<file path="src/sv/ucfp_pkg.sv">
// Shared types and constants for the serial command frame parser.
// No dependencies.
package ucfp_pkg;

	localparam logic [7:0] TYPE_SNAP  = 8'h00;
	localparam logic [7:0] TYPE_READ  = 8'h02;
	localparam logic [7:0] TYPE_CLOCK = 8'h04;

	localparam int HDR_LEN_BYTES = 2;
	localparam int RD_OFS_BYTES  = 4;
	localparam int RD_CNT_BYTES  = 2;
	localparam int CLK_BYTES     = 7;

	typedef enum logic [2:0] {
		PH_HUNT    = 3'd0,
		PH_LEN     = 3'd1,
		PH_FMT     = 3'd2,
		PH_SNAPSUM = 3'd3,
		PH_RDHDR   = 3'd4,
		PH_NAME    = 3'd5,
		PH_RDSUM   = 3'd6,
		PH_CLOCK   = 3'd7
	} phase_t;

	typedef enum logic [1:0] {
		EV_NAME  = 2'd0,
		EV_SNAP  = 2'd1,
		EV_READ  = 2'd2,
		EV_CLOCK = 2'd3
	} event_t;

	typedef enum logic [1:0] {
		ST_OK      = 2'd0,
		ST_CSUM    = 2'd1,
		ST_LEN     = 2'd2
	} status_t;

	typedef struct packed {
		logic [1:0]  event_res;
		logic [1:0]  status;
		logic [7:0]  data_byte;
		logic [31:0] file_offset;
		logic [15:0] read_length;
		logic [15:0] year;
		logic [7:0]  month;
		logic [7:0]  day;
		logic [7:0]  hour;
		logic [7:0]  minute;
		logic [7:0]  second;
	} result_t;

endpackage

</file>
<file path="src/sv/ucfp_rx_if.sv">
// Receive byte channel: valid/ready handshake carrying one serial byte.
// No dependencies.
interface ucfp_rx_if;
	logic       valid;
	logic       ready;
	logic [7:0] rx_byte;

	modport source (output valid, output rx_byte, input ready);
	modport sink (input valid, input rx_byte, output ready);
endinterface

</file>
<file path="src/sv/ucfp_res_if.sv">
// Result channel: valid/ready handshake carrying one parser event.
// No dependencies.
interface ucfp_res_if;
	logic        valid;
	logic        ready;
	logic [1:0]  event_res;
	logic [1:0]  status;
	logic [7:0]  data_byte;
	logic [31:0] file_offset;
	logic [15:0] read_length;
	logic [15:0] year;
	logic [7:0]  month;
	logic [7:0]  day;
	logic [7:0]  hour;
	logic [7:0]  minute;
	logic [7:0]  second;

	modport source (output valid, output event_res, output status, output data_byte,
		output file_offset, output read_length, output year, output month, output day,
		output hour, output minute, output second, input ready);
	modport sink (input valid, input event_res, input status, input data_byte,
		input file_offset, input read_length, input year, input month, input day,
		input hour, input minute, input second, output ready);
endinterface

</file>
<file path="src/sv/ucfp_core.sv">
// Frame state machine: one accepted byte per cycle while beat is high, at most one result per byte.
// Depends on ucfp_pkg.
module ucfp_core (
	input  logic               clk,
	input  logic               arst_n,
	input  logic               beat,
	input  logic [7:0]         rx_byte,
	output logic               res_valid,
	output ucfp_pkg::result_t  res
);
	import ucfp_pkg::*;

	phase_t      phase_q, phase_d;
	logic [7:0]  count_q, count_d;
	logic [7:0]  sum_q, sum_d;
	logic [7:0]  mtype_q, mtype_d;
	logic [7:0]  len_lo_q, len_lo_d;
	logic [7:0]  fmt_q, fmt_d;
	logic [31:0] ofs_q, ofs_d;
	logic [15:0] rlen_q, rlen_d;
	logic [7:0]  nlen_q, nlen_d;
	logic [55:0] clk_q, clk_d;
	logic [8:0]  count_inc;
	logic [7:0]  sum_add;

	assign count_inc = {1'b0, count_q} + 9'd1;
	assign sum_add   = sum_q + rx_byte;

	always_comb begin
		phase_d   = phase_q;
		count_d   = count_q;
		sum_d     = sum_q;
		mtype_d   = mtype_q;
		len_lo_d  = len_lo_q;
		fmt_d     = fmt_q;
		ofs_d     = ofs_q;
		rlen_d    = rlen_q;
		nlen_d    = nlen_q;
		clk_d     = clk_q;
		res_valid = 1'b0;
		res       = '0;
		case (phase_q)
			PH_HUNT: begin
				if (rx_byte == TYPE_SNAP || rx_byte == TYPE_READ || rx_byte == TYPE_CLOCK) begin
					mtype_d = rx_byte;
					sum_d   = (rx_byte == TYPE_SNAP) ? 8'd0 : rx_byte;
					count_d = '0;
					phase_d = PH_LEN;
				end
			end
			PH_LEN: begin
				sum_d = sum_add;
				if (count_q == 8'd0)
					len_lo_d = rx_byte;
				count_d = count_inc[7:0];
				if (count_inc >= 9'(HDR_LEN_BYTES)) begin
					count_d = '0;
					if (mtype_q == TYPE_SNAP)
						phase_d = PH_FMT;
					else if (mtype_q == TYPE_READ)
						phase_d = PH_RDHDR;
					else
						phase_d = PH_CLOCK;
				end
			end
			PH_FMT: begin
				fmt_d   = rx_byte;
				sum_d   = sum_add;
				phase_d = PH_SNAPSUM;
			end
			PH_SNAPSUM: begin
				res_valid     = 1'b1;
				res.event_res = EV_SNAP;
				// length error wins over a bad checksum
				if (len_lo_q == 8'd0)
					res.status = ST_LEN;
				else if (sum_q != rx_byte)
					res.status = ST_CSUM;
				else
					res.status = ST_OK;
				res.data_byte = fmt_q;
				phase_d       = PH_HUNT;
			end
			PH_RDHDR: begin
				sum_d = sum_add;
				if (count_q < 8'(RD_OFS_BYTES))
					ofs_d = {rx_byte, ofs_q[31:8]};
				else if (count_q < 8'(RD_OFS_BYTES + RD_CNT_BYTES))
					rlen_d = {rx_byte, rlen_q[15:8]};
				else
					nlen_d = rx_byte;
				count_d = count_inc[7:0];
				if (count_inc > 9'(RD_OFS_BYTES + RD_CNT_BYTES)) begin
					count_d = '0;
					phase_d = PH_NAME;
				end
			end
			PH_NAME: begin
				// empty name still eats one byte, left out of the sum
				if (nlen_q != 8'd0)
					sum_d = sum_add;
				res_valid     = 1'b1;
				res.event_res = EV_NAME;
				res.status    = ST_OK;
				res.data_byte = rx_byte;
				count_d       = count_inc[7:0];
				if (count_inc >= {1'b0, nlen_q}) begin
					count_d = '0;
					phase_d = PH_RDSUM;
				end
			end
			PH_RDSUM: begin
				res_valid       = 1'b1;
				res.event_res   = EV_READ;
				res.status      = (sum_q == rx_byte) ? ST_OK : ST_CSUM;
				res.file_offset = ofs_q;
				res.read_length = rlen_q;
				phase_d         = PH_HUNT;
			end
			PH_CLOCK: begin
				if (count_q < 8'(CLK_BYTES)) begin
					sum_d   = sum_add;
					clk_d   = {rx_byte, clk_q[55:8]};
					count_d = count_inc[7:0];
				end else begin
					res_valid     = 1'b1;
					res.event_res = EV_CLOCK;
					res.status    = (sum_q == rx_byte) ? ST_OK : ST_CSUM;
					res.year      = clk_q[15:0];
					res.month     = clk_q[23:16];
					res.day       = clk_q[31:24];
					res.hour      = clk_q[39:32];
					res.minute    = clk_q[47:40];
					res.second    = clk_q[55:48];
					count_d       = '0;
					phase_d       = PH_HUNT;
				end
			end
			default: phase_d = PH_HUNT;
		endcase
		if (!beat)
			res_valid = 1'b0;
	end

	always_ff @(posedge clk or negedge arst_n) begin
		if (!arst_n) begin
			phase_q  <= PH_HUNT;
			count_q  <= '0;
			sum_q    <= '0;
			mtype_q  <= '0;
			len_lo_q <= '0;
			fmt_q    <= '0;
			ofs_q    <= '0;
			rlen_q   <= '0;
			nlen_q   <= '0;
			clk_q    <= '0;
		end else if (beat) begin
			phase_q  <= phase_d;
			count_q  <= count_d;
			sum_q    <= sum_d;
			mtype_q  <= mtype_d;
			len_lo_q <= len_lo_d;
			fmt_q    <= fmt_d;
			ofs_q    <= ofs_d;
			rlen_q   <= rlen_d;
			nlen_q   <= nlen_d;
			clk_q    <= clk_d;
		end
	end

endmodule

</file>
<file path="src/sv/uart_command_frame_parser.sv">
// Top level of the serial command frame parser: frame state machine plus result queue.
// Depends on ucfp_pkg, ucfp_rx_if, ucfp_res_if and ucfp_core.
//
// Takes one received serial byte per beat on rx and deframes snap (type 0x00),
// read (type 0x02) and clock (type 0x04) frames, each a type byte, two length
// bytes, a body and an 8-bit additive checksum. Bytes that are not a known type
// are dropped while hunting. A completed frame gives one result beat on res; each
// name byte of a read frame gives one name-byte beat as it arrives. Rate: one byte
// per cycle, sustained while a queue entry is free. The frame state and running
// checksum update in the same cycle a byte is taken, and the result lands in a
// two-entry output queue, so rx stays ready while one result waits; rx only stalls
// once both entries are held. Results reach res through the registered queue.
module uart_command_frame_parser (
	input logic       clk,
	input logic       arst_n,
	ucfp_rx_if.sink   rx,
	ucfp_res_if.source res
);
	import ucfp_pkg::*;

	logic    beat_in;
	logic    core_valid;
	result_t core_res;
	logic    pop;

	// two-entry queue: head drives res, tail absorbs a result while res stalls
	result_t    head_q, tail_q;
	logic [1:0] cnt_q;

	assign rx.ready = (cnt_q != 2'd2);
	assign beat_in  = rx.valid & rx.ready;
	assign pop      = res.valid & res.ready;

	ucfp_core u_core (
		.clk       (clk),
		.arst_n    (arst_n),
		.beat      (beat_in),
		.rx_byte   (rx.rx_byte),
		.res_valid (core_valid),
		.res       (core_res)
	);

	always_ff @(posedge clk or negedge arst_n) begin
		if (!arst_n) begin
			cnt_q <= '0;
		end else begin
			case ({core_valid, pop})
				2'b10: cnt_q <= cnt_q + 2'd1;
				2'b01: cnt_q <= cnt_q - 2'd1;
				default: cnt_q <= cnt_q;
			endcase
		end
	end

	// payload: no reset needed
	always_ff @(posedge clk) begin
		case ({core_valid, pop})
			2'b11: begin
				if (cnt_q == 2'd2) begin
					head_q <= tail_q;
					tail_q <= core_res;
				end else begin
					head_q <= core_res;
				end
			end
			2'b10: begin
				if (cnt_q == 2'd0)
					head_q <= core_res;
				else
					tail_q <= core_res;
			end
			2'b01: begin
				head_q <= tail_q;
			end
			default: head_q <= head_q;
		endcase
	end

	assign res.valid       = (cnt_q != 2'd0);
	assign res.event_res   = head_q.event_res;
	assign res.status      = head_q.status;
	assign res.data_byte   = head_q.data_byte;
	assign res.file_offset = head_q.file_offset;
	assign res.read_length = head_q.read_length;
	assign res.year        = head_q.year;
	assign res.month       = head_q.month;
	assign res.day         = head_q.day;
	assign res.hour        = head_q.hour;
	assign res.minute      = head_q.minute;
	assign res.second      = head_q.second;

endmodule

</file>
<file path="src/flat_wrapper.sv">
// flat-port wrapper written by rule: the top's interface ports become plain ports
module uart_command_frame_parser_flat import ucfp_pkg::*;
  (clk, arst_n, rx_valid, rx_rx_byte, rx_ready, res_valid, res_event_res, res_status, res_data_byte, res_file_offset, res_read_length, res_year, res_month, res_day, res_hour, res_minute, res_second, res_ready);
  ucfp_rx_if rx_i ();
  ucfp_res_if res_i ();
  input logic clk;
  input logic arst_n;
  input wire logic [$bits(rx_i.valid)-1:0] rx_valid;
  input wire logic [$bits(rx_i.rx_byte)-1:0] rx_rx_byte;
  output wire logic [$bits(rx_i.ready)-1:0] rx_ready;
  output wire logic [$bits(res_i.valid)-1:0] res_valid;
  output wire logic [$bits(res_i.event_res)-1:0] res_event_res;
  output wire logic [$bits(res_i.status)-1:0] res_status;
  output wire logic [$bits(res_i.data_byte)-1:0] res_data_byte;
  output wire logic [$bits(res_i.file_offset)-1:0] res_file_offset;
  output wire logic [$bits(res_i.read_length)-1:0] res_read_length;
  output wire logic [$bits(res_i.year)-1:0] res_year;
  output wire logic [$bits(res_i.month)-1:0] res_month;
  output wire logic [$bits(res_i.day)-1:0] res_day;
  output wire logic [$bits(res_i.hour)-1:0] res_hour;
  output wire logic [$bits(res_i.minute)-1:0] res_minute;
  output wire logic [$bits(res_i.second)-1:0] res_second;
  input wire logic [$bits(res_i.ready)-1:0] res_ready;
  assign rx_i.valid = rx_valid;
  assign rx_i.rx_byte = rx_rx_byte;
  assign rx_ready = rx_i.ready;
  assign res_valid = res_i.valid;
  assign res_event_res = res_i.event_res;
  assign res_status = res_i.status;
  assign res_data_byte = res_i.data_byte;
  assign res_file_offset = res_i.file_offset;
  assign res_read_length = res_i.read_length;
  assign res_year = res_i.year;
  assign res_month = res_i.month;
  assign res_day = res_i.day;
  assign res_hour = res_i.hour;
  assign res_minute = res_i.minute;
  assign res_second = res_i.second;
  assign res_i.ready = res_ready;
  uart_command_frame_parser u_core (.clk(clk), .arst_n(arst_n), .rx(rx_i), .res(res_i));
endmodule
</file>
<file path="config.mk">
export PLATFORM = sky130hd
export DESIGN_NAME = uart_command_frame_parser_flat
export DESIGN_NICKNAME = d
export VERILOG_FILES = /design/src/sv/ucfp_pkg.sv /design/src/sv/ucfp_rx_if.sv /design/src/sv/ucfp_res_if.sv /design/src/sv/ucfp_core.sv /design/src/sv/uart_command_frame_parser.sv /design/src/flat_wrapper.sv
export SDC_FILE = /design/constraint.sdc
export NUM_CORES = 1
export LEC_CHECK = 0
export BUFFER_PORTS_ARGS = -buffer_cell sky130_fd_sc_hd__buf_2
export CAP_MARGIN = 10
export CORE_UTILIZATION = 30
export DETAILED_ROUTE_END_ITERATION = 8
export PLACE_DENSITY_LB_ADDON = 0.05
export REMOVE_ABC_BUFFERS = 1
export SLEW_MARGIN = 20
export SYNTH_ARGS = -nofsm -noshare
export SYNTH_HDL_FRONTEND = slang
export SYNTH_SLANG_ARGS = --single-unit
</file>
<file path="constraint.sdc">
create_clock -name clk -period 11.92 [get_ports clk]
set_input_delay 3.576 -clock clk [delete_from_list [all_inputs] [get_ports clk]]
set_output_delay 3.576 -clock clk [all_outputs]
set_load 0.01 [all_outputs]
</file>
==> results.py <==
metrics = {
    "setup_path": {
        "rrSetupSlack_ps": 7070,
        "critPathKind": "input pin to flop",
        "timing.rr.start": "u_core.u_core.phase_q[2]",
        "crit_end": "u_core.res.read_length[12]",
        "critical_path_required_ps": 12130,
        "crit_start": "rx_valid",
        "startpoint_type": "input pin",
        "critPathArrivalTime_ps": 6470,
        "r2r_end": "u_core.res.read_length[12]",
        "ff2ff_path_depth": 8,
        "critPathCaptureType": "flop",
        "crit_fanout": 65,
    },
    "timing": {
        "tightest_slew_ps": 1070,
        "skew_ps": 14.0,
        "timing.hold.ws_ps": 484,
        "fin_ws_ps": 5660,
        "slew_violations": 0,
        "clock.fmax_mhz": 160,
        "slew_headroom_pct": 28.7,
        "post-route-period-util_pct": 52.5,
        "finalSetupViolCount": 0,
        "rsz0062_at_grt": "false",
        "min_period_ps": 6260,
        "finalHoldViolCount": 0,
    },
    "grt": {
        "antenna_found_initial": 2,
        "grt_max_degree": 108,
        "grt_pass1_wl_mm": 78.4,
        "first_global_vias": 12698,
        "gr-usage-all-layers_pct": 16.8,
        "overflow": 0,
    },
    "routing": {
        "drc": 8,
        "vias_per_cell": 5.27,
        "highest_layer": "met5",
        "dr_wl_met3_mm": 2.18,
        "wl_per_cell_um": 21.4,
        "num_vias": 12580,
        "wl_mm": 51.1,
        "wl_met2_mm": 24.7,
        "drt_iter0_drc": 815,
        "ant_nets": 0,
        "drt_pass1_iterations": 9,
        "met1_length_mm": 23.2,
    },
    "logic_synthesis": {
        "synth_common_cells": "nand2_1, edfxtp_1, dfrtp_1",
        "synth_area_per_cell_um2": 12.1,
        "synth_ff_type": "edfxtp_1",
        "ys_ff_latch": 389,
        "synth-edff-count": 232,
        "synth_most_common_cell": "nand2_1",
        "synth_warnings": 0,
        "synth_top_area_share_pct": 38.5,
        "ys_types": 73,
        "synthCells": 1501,
        "yosysTopAreaCell": "edfxtp_1",
        "yosys-top-cells-area": "edfxtp_1, dfrtp_1, a221oi_1",
        "ys_seq_area_share_pct": 60.2,
        "ys_async_sr_fraction_pct": 40.4,
        "mappedNetlistArea_um2": 18100,
    },
    "worst_hold_path": {
        "hold_start": "u_core.u_core.ofs_q[4]",
        "hold_class": "flop to flop",
    },
    "die": {
        "io-pin-count": 130,
        "die_w_um": 248,
        "core_area_um2": 59400,
        "initial_core_util_pct": 30.5,
        "die-area_um2": 61300,
        "die_h_um": 248,
        "num_rows": 89,
    },
    "power_and_ir_drop": {
        "p_leak_nw": 8.24,
        "powerDensity_nw_per_um2": 233,
        "sequentialPowerShare_pct": 40.7,
        "pwr-share-clk_pct": 28.0,
        "power.switching_w": 0.00176,
        "comb_power_share_pct": 31.4,
        "max-vdd-ir-drop_v": 0.000120,
        "p_int_w": 0.00312,
        "switching_share_pct": 36.0,
    },
    "cts": {
        "cts-hold-fix-buffers": 0,
        "cts-resized-gates": 0,
        "postCtsSetupBuffers": 0,
        "insertion_delay_ps": 580,
        "clk_pin_slew_ps": 60,
        "root_buffer": "clkbuf_16",
        "cts.sinks": 389,
        "ctsHtreeMaxLevel": 2,
        "cts_inserted_buffers": 47,
        "cts_tree": "done",
        "cts_buffer_depth": 3,
    },
    "final_layout": {
        "final_net_count": 1609,
        "n_antenna_cell": 0,
        "final_area_um2": 20900,
        "area_delta_synth_final_pct": 15.3,
        "instances_no_fill": 2385,
        "drive_gt1_share_pct": 18.9,
    },
    "placed_design": {
        "placed_cells": 2298,
        "placed_area_um2": 19400,
        "place_ws_ps": 4930,
        "numPortBuffers": 129,
        "place_congestion": 0.733,
        "hpwl_mm": 27.6,
    },
    "flow_run": {
        "maxCapViolCount": 0,
    },
    "status": {
        "violations": "DRC",
        "outcome": "finished with violations",
    },
}
worst min-delay path by stage:
stage	end	slack (ps)	cells past startpoint
2_1_floorplan	u_core.u_core.fmt_q[1]	450	2
6_report	u_core.u_core.ofs_q[4]	480	1
4_1_cts	u_core.u_core.fmt_q[7]	490	2
3_3_place_gp	u_core.u_core.fmt_q[7]	470	2
5_1_grt	u_core.u_core.ofs_q[5]	490	1
3_5_place_dp	u_core.u_core.fmt_q[7]	470	2
worst max-delay path: stages:
cell and delay, ps:
buf_2 120, nand2_2 150, a311oi_1 560, inv_1 230, o21ai_4 180, buf_4 810, buf_4 770
per-layer routing:
layer | vias to the layer above | GRT usage, %
met5 | - | 0
met4 | 2 | 4.58
met3 | 64 | 2.53
met2 | 234 | 28.2
met1 | 6434 | 22.4
li1 | 5846 | -
power by group through the flow:
stage	sequential, W	combinational (W)	clock [W]
after floorplan	0.00208	0.000940	0
after global placement	0.00202	0.00155	0
final	0.00198	0.00153	0.00136
after global routing	0.00202	0.00171	0.00146
after detailed placement	0.00202	0.00157	0
after CTS	0.00199	0.00157	0.00142
registers in the layout (all words and copies together) (netlist names), 16 cells and up:
signal,flops
u_core.tail_q,116
u_core.res.file_offset,32
u_core.res.read_length,16
u_core.u_core.rlen_q,16
u_core.res.year,16
u_core.u_core.clk_q,56
u_core.u_core.ofs_q,32
stage by stage:
stage	TNS [ps]	util, %	total power [W]
floorplan	-675520	-	0.00302
global placement	0	32.7	0.00357
detailed placement	0	32.7	0.00358
CTS	0	35.2	0.00498
global route	0	35.2	0.00519
finish	0	35.2	0.00487
layout make-up:
cell class | count | area (um^2)
well taps | 773 | 967
multi-input cells | 958 | 6640
clock buffers | 68 | 1320
clock inverters | 19 | 135
inverters | 29 | 111
fillers | 5875 | 38500
repair buffers | 149 | 817
flip-flops and latches | 389 | 10900
cells by family after synthesis:
| family | Yosys count | share of synthesized area, % |
|---|---|---|
| adder cells (fa/ha/maj) | 23 | 1.71 |
| flip-flops | 389 | 60.2 |
| buffers and inverters | 154 | 3.63 |
| XOR/XNOR | 13 | 0.629 |
| multiplexers | 130 | 8.13 |
| AND/OR/NAND/NOR | 466 | 12.5 |
| AO/OA/AOI/OAI | 326 | 13.2 |
cell usage in the layout, fill, tap and decap left out, drive strengths merged, types with 20 or more instances in the layout:
cell	synthesis	routed
a21oi	24	24
a221oi	117	117
a31oi	117	117
and2	59	59
and3	49	49
buf	30	148
clkbuf	95	69
dfrtp	157	157
edfxtp	232	232
ha	20	20
inv	28	30
mux2	127	127
nand2	263	263
nor2	30	30
Power figures use the tool's default switching activity.
